**src/hdl/mpc_pkg.sv**
```systemverilog
// ----------------------------------------------------------------------------
// mpc_pkg
// Shared widths, register indexes, level codes and pipeline stage types for
// the memory pressure classifier.
// ----------------------------------------------------------------------------
package mpc_pkg;

  localparam int unsigned BytesW   = 48;
  localparam int unsigned UsageW   = BytesW + 2;  // sum of three 48-bit counts
  localparam int unsigned ThreshW  = BytesW + 1;  // sum of two 48-bit values
  localparam int unsigned CfgIdxW  = 2;
  localparam int unsigned InDataW  = 5 * BytesW;
  localparam int unsigned OutDataW = 56;           // 54 bits of fields, padded

  typedef enum logic [CfgIdxW-1:0] {
    CFG_SOFT_TARGET     = 2'd0,
    CFG_DEFAULT_RESERVE = 2'd1,
    CFG_FREEZE_BELOW    = 2'd2,
    CFG_UNUSED          = 2'd3
  } mpc_cfg_idx_e;

  typedef enum logic [1:0] {
    LVL_NORMAL      = 2'd0,
    LVL_CONSTRAINED = 2'd1,
    LVL_CRITICAL    = 2'd2,
    LVL_EMERGENCY   = 2'd3
  } mpc_level_e;

  typedef struct packed {
    logic [BytesW-1:0] resident;
    logic [BytesW-1:0] retire;
    logic [BytesW-1:0] transient;
    logic [BytesW-1:0] headroom;
    logic [BytesW-1:0] override_r;
  } mpc_in_t;

  typedef struct packed {
    logic [UsageW-1:0]  usage;
    logic [BytesW-1:0]  headroom;
    logic [BytesW-1:0]  reserve;
    logic [BytesW-2:0]  half;
    logic [ThreshW-1:0] crit_thr;   // target + half reserve
    logic [ThreshW-1:0] emer_thr;   // target + reserve
    logic [ThreshW-1:0] head_thr;   // reserve + half reserve
  } mpc_sum_t;

  typedef struct packed {
    logic [BytesW-1:0] reserve_in_use;
    logic              freeze;
    logic              shed;
    logic              reclaim;
    logic              allow;
    mpc_level_e        level;
  } mpc_out_t;

endpackage

```
**src/hdl/memory_pressure_classifier_top.sv**
```systemverilog
// ----------------------------------------------------------------------------
// memory_pressure_classifier_top
// Classifies memory pressure from usage and headroom counts per word.
// ----------------------------------------------------------------------------
// structure: input register, then sums, compares and flag decode feeding the
// output register
// throughput: one word per cycle; each register advances when the next is free
// reset: asynchronous, clears all configuration registers and stage valids
// ----------------------------------------------------------------------------
module memory_pressure_classifier_top (
  input  logic                             clk_i,
  input  logic                             rst_ni,
  // configuration write port
  input  logic                             cfg_we_i,
  input  logic [mpc_pkg::CfgIdxW-1:0]      cfg_idx_i,
  input  logic [mpc_pkg::BytesW-1:0]       cfg_data_i,
  // input stream
  input  logic                             s_axis_tvalid,
  output logic                             s_axis_tready,
  // resident, retire_pending, transient, headroom, reserve_override (48 each)
  input  logic [mpc_pkg::InDataW-1:0]      s_axis_tdata,
  // result stream
  output logic                             m_axis_tvalid,
  input  logic                             m_axis_tready,
  // pressure_level[1:0], allow_opportunistic, request_reclaim,
  // shed_noncritical, freeze_opportunistic, reserve_in_use[47:0], pad[1:0]
  output logic [mpc_pkg::OutDataW-1:0]     m_axis_tdata
);

  localparam int unsigned BW = mpc_pkg::BytesW;

  // configuration
  logic [BW-1:0] soft_target_q;
  logic [BW-1:0] def_reserve_q;
  logic          freeze_en_q;

  always_ff @(posedge clk_i or negedge rst_ni) begin
    if (!rst_ni) begin
      soft_target_q <= '0;
      def_reserve_q <= '0;
      freeze_en_q   <= 1'b0;
    end else if (cfg_we_i) begin
      case (mpc_pkg::mpc_cfg_idx_e'(cfg_idx_i))
        mpc_pkg::CFG_SOFT_TARGET:     soft_target_q <= cfg_data_i;
        mpc_pkg::CFG_DEFAULT_RESERVE: def_reserve_q <= cfg_data_i;
        mpc_pkg::CFG_FREEZE_BELOW:    freeze_en_q   <= cfg_data_i[0];
        default: ;
      endcase
    end
  end

  // stage handshake
  logic v0_q, v1_q;
  logic rdy0, rdy1;

  assign rdy1 = !v1_q || m_axis_tready;
  assign rdy0 = !v0_q || rdy1;

  assign s_axis_tready = rdy0;
  assign m_axis_tvalid = v1_q;

  always_ff @(posedge clk_i or negedge rst_ni) begin
    if (!rst_ni) begin
      v0_q <= 1'b0;
      v1_q <= 1'b0;
    end else begin
      if (rdy0) v0_q <= s_axis_tvalid;
      if (rdy1) v1_q <= v0_q;
    end
  end

  // stage 0: input register
  mpc_pkg::mpc_in_t in_d, in_q;

  always_comb begin
    in_d.resident   = s_axis_tdata[0*BW +: BW];
    in_d.retire     = s_axis_tdata[1*BW +: BW];
    in_d.transient  = s_axis_tdata[2*BW +: BW];
    in_d.headroom   = s_axis_tdata[3*BW +: BW];
    in_d.override_r = s_axis_tdata[4*BW +: BW];
  end

  always_ff @(posedge clk_i) begin
    if (rdy0 && s_axis_tvalid) in_q <= in_d;
  end

  // usage sum, reserve select and thresholds
  mpc_pkg::mpc_sum_t sums;
  logic [BW-1:0]     reserve_sel;

  always_comb begin
    reserve_sel    = (in_q.override_r != '0) ? in_q.override_r : def_reserve_q;
    sums.usage     = {2'b00, in_q.resident} + {2'b00, in_q.retire}
                   + {2'b00, in_q.transient};
    sums.headroom  = in_q.headroom;
    sums.reserve   = reserve_sel;
    sums.half      = reserve_sel[BW-1:1];
    sums.crit_thr  = {1'b0, soft_target_q} + {2'b00, reserve_sel[BW-1:1]};
    sums.emer_thr  = {1'b0, soft_target_q} + {1'b0, reserve_sel};
    sums.head_thr  = {1'b0, reserve_sel} + {2'b00, reserve_sel[BW-1:1]};
  end

  // compares and flag decode into the output register
  mpc_pkg::mpc_out_t  out_d, out_q;
  mpc_pkg::mpc_level_e usage_lvl, head_lvl, worst_lvl;
  logic               res_nz, frz_hit;

  always_comb begin
    res_nz = (sums.reserve != '0);

    if (sums.usage >= {1'b0, sums.emer_thr}) begin
      usage_lvl = mpc_pkg::LVL_EMERGENCY;
    end else if (sums.usage >= {1'b0, sums.crit_thr}) begin
      usage_lvl = mpc_pkg::LVL_CRITICAL;
    end else if (sums.usage >= {2'b00, soft_target_q}) begin
      usage_lvl = mpc_pkg::LVL_CONSTRAINED;
    end else begin
      usage_lvl = mpc_pkg::LVL_NORMAL;
    end

    if (!res_nz) begin
      head_lvl = mpc_pkg::LVL_NORMAL;
    end else if (sums.headroom <= {1'b0, sums.half}) begin
      head_lvl = mpc_pkg::LVL_EMERGENCY;
    end else if (sums.headroom <= sums.reserve) begin
      head_lvl = mpc_pkg::LVL_CRITICAL;
    end else if ({1'b0, sums.headroom} <= sums.head_thr) begin
      head_lvl = mpc_pkg::LVL_CONSTRAINED;
    end else begin
      head_lvl = mpc_pkg::LVL_NORMAL;
    end

    worst_lvl = (usage_lvl >= head_lvl) ? usage_lvl : head_lvl;
    frz_hit   = freeze_en_q && res_nz && (sums.headroom <= sums.reserve);

    out_d.reserve_in_use = sums.reserve;
    out_d.level          = mpc_pkg::LVL_NORMAL;
    out_d.allow          = 1'b1;
    out_d.reclaim        = 1'b0;
    out_d.shed           = 1'b0;
    out_d.freeze         = 1'b0;

    // zero soft target disables classification
    if (soft_target_q != '0) begin
      out_d.level = worst_lvl;
      case (worst_lvl)
        mpc_pkg::LVL_EMERGENCY: begin
          out_d.allow   = 1'b0;
          out_d.reclaim = 1'b1;
          out_d.shed    = 1'b1;
        end
        mpc_pkg::LVL_CRITICAL: begin
          out_d.allow   = 1'b0;
          out_d.reclaim = 1'b1;
        end
        mpc_pkg::LVL_CONSTRAINED: begin
          out_d.reclaim = 1'b1;
        end
        default: ;
      endcase
      if (frz_hit) begin
        out_d.allow   = 1'b0;
        out_d.freeze  = 1'b1;
        out_d.reclaim = 1'b1;
        if (worst_lvl == mpc_pkg::LVL_NORMAL) out_d.level = mpc_pkg::LVL_CONSTRAINED;
      end
    end
  end

  always_ff @(posedge clk_i) begin
    if (rdy1 && v0_q) out_q <= out_d;
  end

  assign m_axis_tdata = {2'b00, out_q.reserve_in_use, out_q.freeze, out_q.shed,
                         out_q.reclaim, out_q.allow, out_q.level};

  // checks
  a_accept_fills_stage0 : assert property (@(posedge clk_i) disable iff (!rst_ni)
    s_axis_tvalid && s_axis_tready |=> v0_q)
    else $error("accepted word did not reach input register");

  a_freeze_flags : assert property (@(posedge clk_i) disable iff (!rst_ni)
    m_axis_tvalid && out_q.freeze |-> out_q.reclaim && !out_q.allow
                                      && out_q.level != mpc_pkg::LVL_NORMAL)
    else $error("freeze without reclaim, or with normal level");

  a_shed_is_emergency : assert property (@(posedge clk_i) disable iff (!rst_ni)
    m_axis_tvalid && out_q.shed |-> out_q.level == mpc_pkg::LVL_EMERGENCY)
    else $error("shed outside emergency level");

  a_normal_allows : assert property (@(posedge clk_i) disable iff (!rst_ni)
    m_axis_tvalid && out_q.level == mpc_pkg::LVL_NORMAL |-> out_q.allow && !out_q.reclaim)
    else $error("normal level with restricted flags");

  a_stage0_moves : assert property (@(posedge clk_i) disable iff (!rst_ni)
    v0_q && rdy1 |=> v1_q)
    else $error("input register word lost on advance");

endmodule
```
**config.mk**
```make
export PLATFORM = sky130hd
export DESIGN_NAME = memory_pressure_classifier_top
export DESIGN_NICKNAME = d
export VERILOG_FILES = /design/src/hdl/mpc_pkg.sv /design/src/hdl/memory_pressure_classifier_top.sv
export SDC_FILE = /design/constraint.sdc
export NUM_CORES = 1
export LEC_CHECK = 0
export BUFFER_PORTS_ARGS = -buffer_cell sky130_fd_sc_hd__buf_2
export CAP_MARGIN = 20
export CORE_MARGIN = 2
export CORE_UTILIZATION = 50
export CTS_CLUSTER_DIAMETER = 120
export DETAILED_ROUTE_END_ITERATION = 6
export PLACE_DENSITY = 0.68
export SETUP_SLACK_MARGIN = 0.3
export SYNTH_ARGS = -nofsm -noshare
export SYNTH_HDL_FRONTEND = slang
export SYNTH_SLANG_ARGS = --single-unit
export TNS_END_PERCENT = 1
```
**constraint.sdc**
```tcl
create_clock -name clk_i -period 8.5 [get_ports clk_i]
set_input_delay 0.425 -clock clk_i [delete_from_list [all_inputs] [get_ports clk_i]]
set_output_delay 0.425 -clock clk_i [all_outputs]
set_load 0.01 [all_outputs]
```
# Word level (Yosys, flattened, before mapping)

Index checks and enable logic that the tools add are counted.

Flip-flop bits (word level): 393
Bits of input ports: 295
Output and inout bits: 58
Logic and storage cells: 66

Add/subtract/negate cells: 5
Order comparisons: 7
Eq/ne operators: 5
Mux-type cells: 15
Reductions and logical operators: 18

Operators by type and width:

| operator                                                         | count |
|---|---|
| 48-bit nonzero test                                              | 3 |
| 50-bit by 49-bit >= comparator with 1-bit output                 | 2 |
| 48-bit by 47-bit adder with 49-bit output                        | 2 |
| 48-bit by 48-bit adder with 49-bit output                        | 2 |
| 49-bit by 48-bit adder with 50-bit output                        | 1 |
| 50-bit by 48-bit >= comparator with 1-bit output                 | 1 |
| 48-bit by 49-bit less-or-equal comparator with 1-bit output      | 1 |
| 48-bit by 47-bit less-or-equal comparator with 1-bit output      | 1 |
| 48-bit less-or-equal comparator                                  | 1 |
| 48-bit 2-to-1 mux                                                | 1 |
| 2-bit 2-to-1 mux                                                 | 7 |
| 2-bit == test (second input constant)                            | 3 |
| 1-bit 2-to-1 mux                                                 | 6 |
| 2-bit AND reduction                                              | 3 |
| 2-bit by 1-bit == test with 1-bit output (second input constant) | 2 |
| 1-bit logical AND                                                | 4 |
| 2-bit zero test                                                  | 2 |
| 4-bit 2-to-1 mux                                                 | 1 |
| 3-bit OR reduction                                               | 1 |
| 2-bit >= comparator                                              | 1 |
| 1-bit zero test                                                  | 2 |
| 1-bit logical OR                                                 | 2 |
| 2-bit OR reduction                                               | 1 |

# Depth between registers and ports, before layout

Gate-level depths: netlist (run 1).

Depth in word-level cells: 14
Mapped depth: 36
Mapped depth without buffers: 34

# Least setup slack after synthesis (run 1)

No wires, ideal clock.

Path type: register -> register
From: register in_q[30] (netlist bit)
To: register out_q, in the netlist m_axis_tdata[3] (data pin)
Library setup time: 0.276 ns
Arrival time: 6.936 ns
Required time: 8.224 ns
Path slack: 1.288 ns
Stages on the path, launching flop included: 36
Path buffers: 1
Clock period less this slack: 7.212 ns
Cell sequence: edfxtp_1 > nor4_1 > nand4_1 > nor3_1 > clkbuf_1 > a21o_1 > ha_1 > fa_1 > a21oi_1 > nor3b_1 > o21ai_0 > a311oi_1 > o21ai_0 > o41ai_1 > a31oi_1 > o21ai_0 > a21o_1 > a21oi_1 > xor2_1 > ha_1 > a21o_1 > a21o_1 > nor2_1 > and3_1 > o221ai_1 > a211oi_1 > o311a_1 > a311oi_1 > inv_1 > ha_1 > nand2b_1 > a21oi_1 > a21oi_1 > a31oi_1 > a21o_1 > o21ai_0

RTL lines:

| item                   | line                                  | RTL |
|---|---|---|
| from (decl)            | memory_pressure_classifier_top.sv:73  | `mpc_pkg::mpc_in_t in_d, in_q;` |
| from (signal assigned) | memory_pressure_classifier_top.sv:84  | `if (rdy0 && s_axis_tvalid) in_q <= in_d;` |
| to (signal assigned)   | memory_pressure_classifier_top.sv:171 | `if (rdy1 && v0_q) out_q <= out_d;` |
| to (decl)              | memory_pressure_classifier_top.sv:104 | `mpc_pkg::mpc_out_t out_d, out_q;` |

==> key figures, run 1 <==
Status
  – Status: completed

Drt
  – Wirelength, routed: 101 mm
  – Average vias per placed instance: 5.95
  – DR DRC count: 0
  – Total number of vias: 25980
  – Avg WL per Cell: 23.2 um
  – DRT iter0 DRCs: 1923
  – First-pass DRT Iterations: 6
  – DRT antenna net count: 0

Die
  – Core Box Area: 60100 sq um
  – Die area: 62600 sq um
  – Initial core utilization: 0.504
  – DIE HEIGHT: 250 um
  – DIE WIDTH: 250 um
  – Num ports: 353
  – Num rows: 90

Worst setup path
  – Startpoint types: register
  – WP buf/inv: 9
  – Cell repeated most along the worst path: buf_4
  – Kind of end point of the critical path: register
  – Worst path max stage delay: 0.40 ns
  – Crit Path Category: reg -> reg
  – CP required: 8.92 ns
  – CP max FO: 6
  – Crit path DAT: 8.33 ns
  – Slowest CP cell: edfxtp_1
  – CP top delay family: compound AO/OA/AOI/OAI gates

STA
  – # setup viols final: 0
  – Worst Skew: 0.0113 ns
  – Peak Freq: 126 MHz
  – Crit share post-route: 0.930
  – Unrepaired setup endpoints after global routing: false
  – Fin. max-slew vios: 0
  – Hold Slack: 0.0136 ns
  – Setup WS post-layout: 0.593 ns
  – Fin Setup TNS: 0 ns
  – Final Hold Viols: 0
  – Slew at the pin with the worst max-slew slack: 0.981 ns
  – Min Clock Period, post-route: 7.91 ns
  – Relative slew slack: 0.340

Clock network
  – # clock sinks: 393
  – Clk buf depth: 3
  – H-tree Lvls: 2
  – CTS Buf Count: 44
  – Clock transition at path regs: 0.06 ns
  – Root Driver: clkbuf_16
  – CTS tree: yes
  – Worst skew pair latency: 0.59 ns

Final layout
  – Area growth, synth to finish: 23.7%
  – Post-route design area: 37500 sq um
  – Final core occ: 0.623
  – Net count, final: 4401
  – Fill cell count: 4906
  – Fin cells: 4363
  – Share of post-route cells with drive strength above 1: 0.196
  – Diode count: 0

Logic synthesis
  – Mapped Area: 30300 sq um
  – Synth area leaders: edfxtp_1 29%, ha_1 21%, dfrtp_1 8.2%
  – Synthesis-stage register bit count: 393
  – EDFF count, synth: 294
  – Post-synth ARST share: 0.252
  – Yosys cell types: 70
  – Cell taking the most area after synthesis: edfxtp_1
  – Synth Flop Type: edfxtp_1
  – Seq/Total Area, Yosys: 0.373
  – Post-synth top area share: 0.292
  – Syn Inst Count: 2862
  – Yosys warns: 0
  – Mean area per synthesized cell: 10.6 sq um

Pwr
  – Tot Pwr: 8.62 mW
  – Max VDD drop: 0.177 mV
  – Power Density: 230 nW/um^2
  – Leakage: 17.1 nW

Place
  – IO buf count: 350
  – Cell Area, Placed: 34100 sq um
  – RePlAce Congestion: 0.989
  – Pre-CTS WS: -0.645 ns
  – Placed cells: 4117
  – HPWL after DPL: 81.2 mm

Hold path
  – Hold crit path type: in -> reg

Run
  – Max Cap Viol: 0

Global route
  – Initial antenna violation count: 0
  – Vias in the first global route: 26322
  – Gr ovfl total: 0
  – All-Layer GR Usage: 0.317
  – First-pass GRT wire length: 152 mm
  – Largest net degree at the start of global routing: 96
## final cells by class
class                           instances  area (sq um)  area share
Clock inverter                         21           184     0.00491
Timing Repair Buffer                  671          4580       0.122
Clock buffer                           58          1160      0.0311
Inverter                              146           548      0.0146
Sequential cell                       393         11300       0.302
Multi-Input combinational cell       2292         18700       0.499
Tap cell                              782           978      0.0261
## path summary, 6_finish.rpt
path | start | end | slack [ns] | cells after the start
worst max-delay path | in_q[5] | m_axis_tdata[4] | 0.59 | 37
max in group asynchronous | rst_ni | soft_target_q[4] | 6.91 | 3
worst max register to register | in_q[5] | m_axis_tdata[4] | 0.59 | 37
worst min-delay path | s_axis_tdata[58] | in_q[154] | 0.01 | 1
worst min register to register | def_reserve_q[18] | def_reserve_q[18] | 0.51 | 1
min in group asynchronous | rst_ni | def_reserve_q[37] | 0.35 | 2
## layer usage
layer | GRT usage | up-vias | routed length [um]
li1 | - | 12272 | -
met1 | 0.425 | 12589 | 43800
met2 | 0.528 | 949 | 47400
met3 | 0.0345 | 170 | 5940
met4 | 0.126 | 0 | 4230
met5 | 0 | - | 0
## sequential cells by signal, summed over array words and instances (netlist names)
register,cells
def_reserve_q,48
m_axis_tdata,54
v0_q,1
soft_target_q,48
in_q,240
freeze_en_q,1
m_axis_tvalid,1
## where the power goes
part | switching, mW | leakage (nW) | total, mW | internal (mW)
Sequential | 0.181 | 4.01 | 2.47 | 2.29
Combinational | 2.45 | 12.5 | 4.32 | 1.87
Clock | 0.795 | 0.661 | 1.82 | 1.03
Total | 3.43 | 17.1 | 8.62 | 5.19
## kinds of logic (layout without fill, tap and decap cells)
family | after synthesis | after routing | synth area share
multiplexers | 51 | 51 | 0.0190
adder cells (fa/ha/maj) | 558 | 558 | 0.243
flip-flops | 393 | 393 | 0.373
AND/OR/NAND/NOR | 606 | 606 | 0.102
buffers and inverters | 178 | 896 | 0.0224
other | 1 | 2 | 0.000124
XOR/XNOR | 177 | 177 | 0.0512
AO/OA/AOI/OAI | 898 | 898 | 0.189
## Yosys cell counts, types with 52 or more instances
master / instances
a21oi_1: 262
xnor2_1: 98
nand4_1: 76
edfxtp_1: 294
nand2_1: 175
xor2_1: 79
nor2_1: 86
dfrtp_1: 99
ha_1: 506
fa_1: 52
o21ai_0: 194
a21o_1: 203
inv_1: 146
nand3_1: 52
## cells in the final DEF, fill, tap and decap left out, drive strengths merged, types with 51 or more instances in the layout
cell type    instances
dlygate4sd3        157
xnor2               98
buf                514
a21o               203
o21ai              194
nand3               52
edfxtp             294
nand4               76
a21oi              263
fa                  52
clkbuf              58
nor2                86
xor2                79
dfrtp               99
nand2              175
ha                 506
inv                149
mux2                51
## repair_timing
item,4_1_cts,5_1_grt
setup endpoints to repair,5,5
endpoints found under the hold margin,191,0
cloned,0,1
pin swaps,3,29
resized for setup,13,74
hold buffers,157,0
setup buffers,1,8
No activity file was read; power rests on OpenSTA's default activity.
==> run 2, diff against run 1 <==
CTS_BUF_LIST = sky130_fd_sc_hd__clkbuf_8   (was default)
==> run 2 against run 1 <==
Sequential power is essentially flat. Register-to-register slack is essentially flat. Flip-flop and latch count is the same. Hold slack gained 0.024 ns. Utilization grew 2.2 points. Clock skew grew 0.024 ns. Maximum frequency shrank 0.18%. Count of clock-buffer cells in the layout grew 14. Wire length grew 3.1%. Global-route usage grew 1.1 points. Largest power group unchanged.
==> key figures, run 2 (synthesis results as in run 1) <==
Worst setup path
  – CP max FO: 5
  – Crit Path Category: reg -> reg
  – Kind of end point of the critical path: register
  – CP required: 9.01 ns
  – Startpoint types: register
  – Worst path max stage delay: 0.47 ns
  – Cell repeated most along the worst path: buf_4
  – Crit path DAT: 8.43 ns
  – Slowest CP cell: a2111o_1

Die
  – Initial core utilization: 0.504
  – Num ports: 353
  – Die area: 62600 sq um
  – DIE HEIGHT: 250 um
  – DIE WIDTH: 250 um
  – Num rows: 90
  – Core Box Area: 60100 sq um

Global route
  – Grt peak-use layer: met2
  – Largest net degree at the start of global routing: 96
  – First-pass GRT wire length: 157 mm
  – All-Layer GR Usage: 0.328
  – GR Util met3: 0.0447
  – M1 GR Usage: 0.429
  – Vias in the first global route: 27415
  – Gr ovfl total: 0
  – Met2 usage: 0.539
  – Initial antenna violation count: 4

Drt
  – DRT antenna net count: 0
  – First-pass DRT Iterations: 7
  – Avg WL per Cell: 23.1 um
  – Wirelength, routed: 105 mm
  – DRT iter0 DRCs: 1961
  – DR DRC count: 0
  – Average vias per placed instance: 5.90
  – Total number of vias: 26694

Clock network
  – # clock sinks: 393
  – Root Driver: clkbuf_8
  – H-tree Lvls: 3
  – CTS Buf Count: 69
  – Worst skew pair latency: 0.67 ns
  – CTS tree: yes
  – Clock transition at path regs: 0.07 ns
  – Clk buf depth: 3

Place
  – Placed cells: 4117
  – RePlAce Congestion: 0.989
  – Cell Area, Placed: 34100 sq um
  – HPWL after DPL: 81.2 mm
  – IO buf count: 350

STA
  – Unrepaired setup endpoints after global routing: false
  – Min Clock Period, post-route: 7.92 ns
  – # setup viols final: 0
  – Hold Slack: 0.0378 ns
  – Relative slew slack: 0.323
  – Peak Freq: 126 MHz
  – Crit share post-route: 0.932
  – Slew at the pin with the worst max-slew slack: 1.01 ns
  – Fin. max-slew vios: 0
  – Final Hold Viols: 0
  – Worst Skew: 0.0353 ns

Final layout
  – Final core occ: 0.645
  – Fin cells: 4525
  – Multi-input gate area: 18800 sq um
  – Area growth, synth to finish: 28.1%
  – Register cell area after layout: 11300 sq um
  – Net count, final: 4536
  – Max FFs per register: 240
  – Reg with most FFs: in_q
  – Fill cell count: 4742
  – Most common cell after layout, fill and taps aside: ha_1
  – Share of post-route cells with drive strength above 1: 0.201
  – Post-route design area: 38800 sq um
  – Commonest cells after routing, fill and taps aside: 500 x ha_1, 349 x buf_2, 294 x edfxtp_1, 265 x dlygate4sd3_1, 254 x a21oi_1

Pwr
  – Power Density: 225 nW/um^2
  – Leakage: 17.7 nW
  – Tot Pwr: 8.72 mW
  – Max VDD drop: 0.181 mV

Run
  – Max Cap Viol: 0

Hold path
  – Hold crit path type: in -> reg

Status
  – Status: completed
-- run 2: changes by cell type in the layout (fill, tap and decap cells not counted), sizes merged --
| cell | previous run | this run |
|---|---|---|
| diode | 0 | 4 |
| buf | 514 | 516 |
| clkinvlp | 0 | 5 |
| dlygate4sd3 | 157 | 265 |
| clkinv | 16 | 21 |
| inv | 149 | 168 |
| bufinv | 2 | 7 |
| clkbuf | 58 | 72 |
-- run 2: cell type report --
class,count,share of cell area
sequential,393,0.292
clock buffer,72,0.0256
tap,782,0.0252
timing repair buffer,781,0.147
antenna,4,0.000258
multi-input combinational,2292,0.485
inverter,146,0.0141
clock inverter,55,0.0115
-- run 2: through the flow --
| step | setup WS, ns | TNS (ns) |
|---|---|---|
| global route | 0.213 | 0 |
| floorplan | 1.29 | 0 |
| CTS | 0.321 | 0 |
| detailed placement | -0.645 | -2.83 |
| global placement | -0.464 | -2.00 |
| finish | 0.579 | 0 |
-- run 2: report_power, final --
part	internal (mW)	switching (mW)	leakage, nW
sequential	2.29	0.186	4.01
combinational	1.91	2.47	12.9
clock	1.01	0.855	0.794
total	5.21	3.51	17.7
-- run 2: worst max-delay path: cells and delay by family (launching register included) --
family | cells | cell delay [ns]
XOR/XNOR | 1 | 0.17
adder cells (fa/ha/maj) | 3 | 0.87
multiplexers | 1 | 0.35
flip-flops | 1 | 0.38
AO/OA/AOI/OAI | 15 | 3.46
AND/OR/NAND/NOR | 7 | 1.19
buffers and inverters | 8 | 1.30
-- run 2: worst paths after layout --
| path | depth (start not counted) | endpoint | start | slack, ns |
|---|---|---|---|---|
| min reg2reg | 1 | def_reserve_q[10] | def_reserve_q[10] | 0.51 |
| min | 2 | def_reserve_q[10] | cfg_data_i[10] | 0.04 |
| max | 35 | m_axis_tdata[3] | in_q[5] | 0.58 |
| max reg2reg | 35 | m_axis_tdata[3] | in_q[5] | 0.58 |
| max in group asynchronous | 3 | soft_target_q[5] | rst_ni | 6.99 |
| min in group asynchronous | 2 | def_reserve_q[42] | rst_ni | 0.26 |
-- run 2: what timing repair did --
item / CTS / global route
gates cloned: 0 / 1
resized for setup: 12 / 99
pin swaps: 3 / 40
hold buffers: 265 / 0
setup endpoints to repair: 5 / 5
setup buffers: 1 / 10
endpoints found under the hold margin: 312 / 0
-- run 2: metal layers --
metal | share of wire | wire (um)
met3 | 0.058 | 6020
met2 | 0.46 | 48600
met1 | 0.43 | 44600
met5 | 0 | 0
met4 | 0.051 | 5360
